===== src/sv/pen_pkg.sv =====
`default_nettype none
package pen_pkg;

    localparam int ID_W     = 32;
    localparam int PERIOD_W = 16;
    localparam int DUE_W    = 48;
    localparam int ACTION_W = 2;
    localparam int STATUS_W = 3;

    localparam logic [ACTION_W-1:0] ACT_ADD    = 2'd0;
    localparam logic [ACTION_W-1:0] ACT_SERVE  = 2'd1;
    localparam logic [ACTION_W-1:0] ACT_CLEAR  = 2'd2;
    localparam logic [ACTION_W-1:0] ACT_UNUSED = 2'd3;

    localparam logic [STATUS_W-1:0] ST_SERVED  = 3'd0;
    localparam logic [STATUS_W-1:0] ST_ADDED   = 3'd1;
    localparam logic [STATUS_W-1:0] ST_FULL    = 3'd2;
    localparam logic [STATUS_W-1:0] ST_EMPTY   = 3'd3;
    localparam logic [STATUS_W-1:0] ST_CLEARED = 3'd4;

    localparam logic [DUE_W-1:0] DUE_MAX = {DUE_W{1'b1}};

    typedef logic [ID_W-1:0]     t_id;
    typedef logic [PERIOD_W-1:0] t_period;
    typedef logic [DUE_W-1:0]    t_due;
    typedef logic [STATUS_W-1:0] t_status;
    typedef logic [ACTION_W-1:0] t_action;

    // One table entry as it is held in the entry memory.
    typedef struct packed {
        t_id     id;
        t_period period;
        t_due    due;
    } t_entry;

    // Control from the sequencer to the minimum tracking unit.
    typedef struct packed {
        logic start;   // forget the current best, a new scan begins
        logic valid;   // read data of one entry is present this cycle
    } t_scan_ctl;

endpackage
`default_nettype wire


===== src/sv/pen_best.sv =====
`default_nettype none
module pen_best #(
    parameter int ADDR_W = 6
) (
    input  wire logic              i_clk,
    input  wire logic              i_rst_n,
    input  wire pen_pkg::t_scan_ctl i_ctl,
    input  wire pen_pkg::t_entry   i_entry,
    input  wire logic [ADDR_W-1:0] i_slot,
    output pen_pkg::t_entry        o_best,
    output logic      [ADDR_W-1:0] o_best_slot
);
    import pen_pkg::*;

    logic   r_have;
    t_entry r_best;
    logic [ADDR_W-1:0] r_best_slot;
    logic   take;

    // Strictly earlier due time, or equal due time and smaller id. A full tie
    // keeps the earlier slot, since slots are scanned in ascending order.
    always_comb begin
        take = !r_have
            || (i_entry.due < r_best.due)
            || ((i_entry.due == r_best.due) && (i_entry.id < r_best.id));
    end

    always_ff @(posedge i_clk) begin
        if (!i_rst_n) begin
            r_have <= 1'b0;
        end else if (i_ctl.start) begin
            r_have <= 1'b0;
        end else if (i_ctl.valid) begin
            r_have <= 1'b1;
        end
    end

    always_ff @(posedge i_clk) begin
        if (!i_ctl.start && i_ctl.valid && take) begin
            r_best      <= i_entry;
            r_best_slot <= i_slot;
        end
    end

    assign o_best      = r_best;
    assign o_best_slot = r_best_slot;

endmodule
`default_nettype wire


===== config.mk =====
export PLATFORM = sky130hd
export DESIGN_NAME = pen_best
export DESIGN_NICKNAME = d
export VERILOG_FILES = /design/src/sv/pen_pkg.sv /design/src/sv/pen_best.sv
export SDC_FILE = /design/constraint.sdc
export NUM_CORES = 1
export LEC_CHECK = 0
export BUFFER_PORTS_ARGS = -buffer_cell sky130_fd_sc_hd__clkbuf_2
export CORE_ASPECT_RATIO = 1.5
export CORE_MARGIN = 5
export CORE_UTILIZATION = 30
export CTS_CLUSTER_SIZE = 30
export DETAILED_ROUTE_END_ITERATION = 16
export SLEW_MARGIN = 10
export SYNTH_ARGS = -nofsm -noshare
export SYNTH_HDL_FRONTEND = slang
export SYNTH_SLANG_ARGS = --single-unit

===== constraint.sdc =====
create_clock -name i_clk -period 7 [get_ports i_clk]
set_input_delay 1.4 -clock i_clk [delete_from_list [all_inputs] [get_ports i_clk]]
set_output_delay 1.4 -clock i_clk [all_outputs]
set_load 0.02 [all_outputs]

## Word-level counts from Yosys, hierarchy flattened

Cells that the tools add are included.

- Register bits after elaboration: 103
- Bits in latches: 0
- RAM bits: 0
- ROM bits: 0
- Input bits: 106
- Output and inout port bits: 102
- Word-level logic and storage cells: 17
- Memories kept: 0

- Add/subtract/negate cells: 0
- Multipliers: 0
- Div/mod/pow operators: 0
- Order comparisons: 2
- Eq/ne operators: 1
- Shift-type cells: 0
- Muxes and demuxes: 0
- Bitwise gates (word level): 1
- Reduce and logical (&&, ||, !) cells: 8

Operators with widths:

| kind | number |
|---|---|
| equality test 48 bit | 1 |
| < comparator 48 bit | 1 |
| < comparator 32 bit | 1 |
| logical AND 1 bit | 3 |
| zero test 1 bit | 2 |
| logical OR 1 bit | 2 |
| OR reduction 2 bit | 1 |
| inverter 1 bit | 1 |

## Logic depth before layout (Yosys ltp)

- Word-level depth: 4
- Gate-level depth with buffers: 8

## Worst setup path before layout

Ideal clock, no wire load.

- Path type: input -> register
- Start: in i_entry[19] (netlist name)
- End: reg r_best (netlist bit o_best[0]), enable pin
- Data arrival time: 4.621 ns
- Path slack: 1.920 ns
- Stages on the path: 7
- Path through: ha_1 > a21oi_1 > o21ai_0 > a221oi_1 > o211ai_1 > a211oi_1 > a21o_1

- Longest elaborated chain between the ends: 4
- Elaborated cells between the ends (all ways): 6
- Those cells by class: 1 x order compare; 1 x eq/ne; 4 x reduce/logical

RTL lines:

| what | RTL line | RTL |
|---|---|---|
| start: declaration | pen_best.sv:8 | `input wire pen_pkg::t_entry i_entry,` |
| < comparator 48 bit / equality test 48 bit (equally long branches) | pen_best.sv:24, pen_best.sv:25 |  |
| logical OR 1 bit / logical AND 1 bit (equally long branches) | pen_best.sv:24, pen_best.sv:25 |  |
| logical OR 1 bit * | pen_best.sv:25 | `\|\| ((i_entry.due == r_best.due) && (i_entry.id < r_best.id));` |
| logical AND 1 bit * | pen_best.sv:39 | `if (!i_ctl.start && i_ctl.valid && take) begin` |
| end signal: assignment | pen_best.sv:40 | `r_best <= i_entry;` |
| end: declaration | pen_best.sv:16 | `t_entry r_best;` |

Every way passes the cells marked *; elsewhere a longest branch is shown, timed or not.
A chain may end at the register's enable or synchronous reset.

## Worst setup path after layout

- Start: in i_entry[19] (netlist name)
- End: reg r_best (netlist bit o_best[93]), enable pin

Same word-level chain as after synthesis.

==> reports/results.env <==
OUTCOME='completed'
TIMING.FINAL.SETUP_VIOLATIONS=0
DRT_PRE_ANTENNA_ITERS=4
WORST_SETUP_HOLD_PATH_CLK_SLEW_NS=0.07
FINAL_LAYOUT_SIZE_SUFFIX_GT1_SHARE_PCT=37.3
GRT_USE_TOTAL_PCT=12.2
WORSTMARGINPINSLEW_NS=0.975
CELL_WITH_THE_MOST_INSTANCES_AFTER_SYNTHESIS='edfxtp_1'
BUFS_ON_LONGEST_CLOCK_PATH=2
NNETSFINAL=800
ROUTE.DETAILED.DRC=0
PERIOD_MINUS_SLACK_NS=4.31
TRITONCTS.NUM_BUFFERS=9
IRDROPWORSTVDD_uV=108
LAYOUT.CELLS.NON_FILLER=830
CTS_HOLD_BUF=0
WORSTPATHMAXFANOUT=75
FINAL_CELL_UTILIZATION_OF_THE_CORE_PCT=40.0
POSTCTSSETUPBUFFERS=0
SYNTHDOMINANTAREACELLTYPE='edfxtp_1'
FLOPS_LATCHES_SYNTH=103
HOLD-PATH-CELL-COUNT=2
HOLD_PATH_END='r_have'
YS_SEQ_AREA_SHARE_PCT=60.0
DRT-VIAS-PER-INSTANCE=4.46
MULTI_INPUT_LOGIC_AREA_SQ_MM=0.00175
PLACED_CELLS_INCL_TAPS=814
ACHIEVABLE-FREQUENCY_GHz=0.232
CRIT_PATH_REQUIRED_TIME_NS=7.00
IO-PIN-COUNT=208
ROW_COUNT=58
RR_ENDPOINT='o_best[93]'
CRIT-REG2REG-LAUNCH='o_best[19]'
AREA.SEQUENTIAL_SQ_MM=0.00308
MULTIPLEXER_SHARE_OF_THE_SYNTHESIZED_AREA_PCT=0
WORST_R2R_PATH_DEPTH=9
PLACEDINSTANCEAREA_SQ_MM=0.00645
HOLD_VIOL_FINAL=0
CTS.REPAIR.RESIZED=0
SYNTH_XOR_AREA_SHARE_PCT=0
HTREE_LEVELS=3
SYNTH_SIMPLE_GATE_AREA_SHARE_PCT=7.50
PLACEMENT.IO_BUFFERS=207
NUM_ANTENNA_CELLS=0
GRT_ANTENNA_BEFORE_REPAIR=0
FINAL_TOTAL_PWR_mW=1.50
PERIOD_SHARE_PCT=61.6
GP_CONGESTION=0.789
AREA_GROWTH_SYN_TO_LAYOUT_PCT=31.0
PLACEABLECOREAREA_SQ_MM=0.0168
INITIALDRTVIOLATIONCOUNT=157
DETAILROUTE.VIA_COUNT=3702
SYNTHCELLS=396
CRITICALPATHCATEGORY='input pin to flop'
SYNTH_COMPOUND_GATE_AREA_SHARE_PCT=7.16
KIND_OF_START_POINT_OF_THE_CRITICAL_PATH='input pin'
CELL_VARIETY_AFTER_SYNTH=32
POSTSYNTH.ASYNCRESETSHARE_PCT=0
VIA_COUNT_OF_THE_FIRST_GLOBAL_ROUTING_PASS=3898
MAX_SLEW_MARGIN_PCT=35.0
SETUP.WORST_PATH.END_CLASS='flop'
GRT_OVERFLOW=0
LARGEST_FAMILY_OF_LOGIC_CELLS_BY_SYNTHESIZED_AREA='adder cells'
CLKLATENCYLATEPIN_NS=0.34
DRT.ANTENNA.VIOLATING_NETS=0
MAXIMUM_CAPACITANCE_VIOLATIONS=0
SYNTHTOPCELLSBYCOUNT='edfxtp_1, inv_1, ha_1'
POWER.DENSITY_mW_PER_MM2=223
SYNTH_EDF_COUNT=102
SYNTHADDERAREAFRAC_PCT=19.2
POSTSYNTH.TOPFLOPCELL='edfxtp_1'
DIE_X_UM=117
DRT-WIRELENGTH-PER-CELL_UM=15.1
WIRE_LENGTH_OF_THE_FIRST_GLOBAL_ROUTING_PASS_UM=18900
TOTALNEGATIVESETUPSLACK_NS=0
POSTSYNTHNETCOUNT=581
FINALWIRELENGTH_UM=12500
HOLD_START='r_have'
FINALCLOCKSKEW_NS=0.00813
PLACE.DETAILED.HPWL_UM=10400
NUMCLOCKSINKS=103
YOSYS_WARNING_TOTAL=0
SYNTH.AVG_CELL_AREA_SQ_UM=13.0
FINAL-MAX-SLEW-VIOLATION-COUNT=0
PIN_COUNT_OF_THE_BIGGEST_NET_ENTERING_GLOBAL_ROUTING=76
DIE_Y_UM=170
CP.ARRIVAL_NS=4.31
UNREPAIRED_SETUP_ENDPOINTS_AFTER_GLOBAL_ROUTING='false'
NFILLCELLS=1676
INITIAL_CORE_UTIL_PCT=30.5
CELLLEAKAGEPOWER_nW=3.31
FLOORPLAN.DIE_AREA_SQ_MM=0.0199
CTS_TREE='built'
HOLD_CLASS='flop to flop'
CTS-ROOT-BUF='clkbuf_16'
YOSYS_TOP_CELL_AREA_SHARE_PCT=59.6
STDCELL_AREA_SQ_MM=0.00673
TOP_CELLS_BY_AREA_IN_THE_SYNTHESIZED_NETLIST='edfxtp_1, ha_1, inv_1'
SYNTH.CELL_AREA_SQ_MM=0.00514
REG2REG_SLACK_NS=3.45
[worst max-delay path by stage]
stage | start | slack [ns] | to
finish | i_entry[19] | 2.69 | o_best[93]
global route | i_entry[19] | 2.43 | o_best[81]
CTS | i_entry[19] | 2.57 | o_best[81]
detailed placement | i_entry[19] | 2.20 | o_best[82]
global placement | i_entry[19] | 2.30 | o_best[82]
floorplan | i_entry[19] | 1.92 | o_best[0]
[final cells by class]
class	count	area share, %
multi-input combinational	210	26.0
tap	210	3.91
clock inverter	7	0.781
timing repair buffer	208	15.5
sequential	103	45.8
inverter	83	4.63
clock buffer	9	3.35
[stage by stage]
step / setup WS, ns / hold WS [ns]
final: 2.69 / 0.529
after global routing: 2.43 / 0.555
after CTS: 2.57 / 0.531
after detailed placement: 2.20 / 0.520
after global placement: 2.30 / 0.502
after floorplan: 1.92 / 0.481
[report_power, final]
group | switching [mW] | internal [mW] | leakage, nW | total, mW
clock | 0.230 | 0.245 | 0.139 | 0.475
sequential | 0.0200 | 0.735 | 0.979 | 0.755
combinational | 0.172 | 0.101 | 2.19 | 0.272
[cell families after synthesis]
| family | Yosys count |
|---|---|
| and+or+nand+nor | 71 |
| DFF | 103 |
| adders and majority gates | 79 |
| AOI/OAI and AO/OA | 60 |
| buffers and inverters | 83 |
[sequential cells by signal (all words and copies together), names as in the netlist]
signal	count
o_best	96
o_best_slot	6
r_have	1
[worst max-delay path, cell delays in order]
cell	delay, ns
clkbuf_2	0.09
ha_1	0.30
a21oi_1	0.14
o21ai_0	0.12
a221oi_1	0.35
o211ai_1	0.17
a211oi_1	0.44
a21o_4	0.79
buf_4	0.48
[cells in the final DEF, fill, tap and decap left out]
master       n
clkbuf_2   207
edfxtp_1   102
inv_1       83
ha_1        79
a21oi_1     26
nand2_1     22
nand4_1     11
nor2_1      10
o21ai_0      9
clkbuf_16    9
nand3_1      8
a21o_1       7
a221oi_1     4
nor3_1       4
inv_6        4
nand2b_1     3
and4_1       2
nor2b_1      2
a211oi_1     2
o211ai_1     2
nand4_2      2
nor4_2       2
nand3b_1     2
a22oi_1      2
and3b_1      1
a211o_1      1
a31o_2       1
a31oi_1      1
or2_2        1
a21o_2       1
o21ai_1      1
a311oi_1     1
o22ai_1      1
a21o_4       1
nor3b_1      1
clkinv_4     1
clkinv_1     1
clkinv_2     1
buf_4        1
dfxtp_1      1
[routing by layer]
layer	vias up	global-route usage, %	routed length, um
li1	1871	-	-
met4	0	3.79	178
met3	9	4.23	1150
met5	-	0	0
met1	1683	13.6	4930
met2	139	21.5	6280
Note: power is estimated with default switching activity, not from simulation.
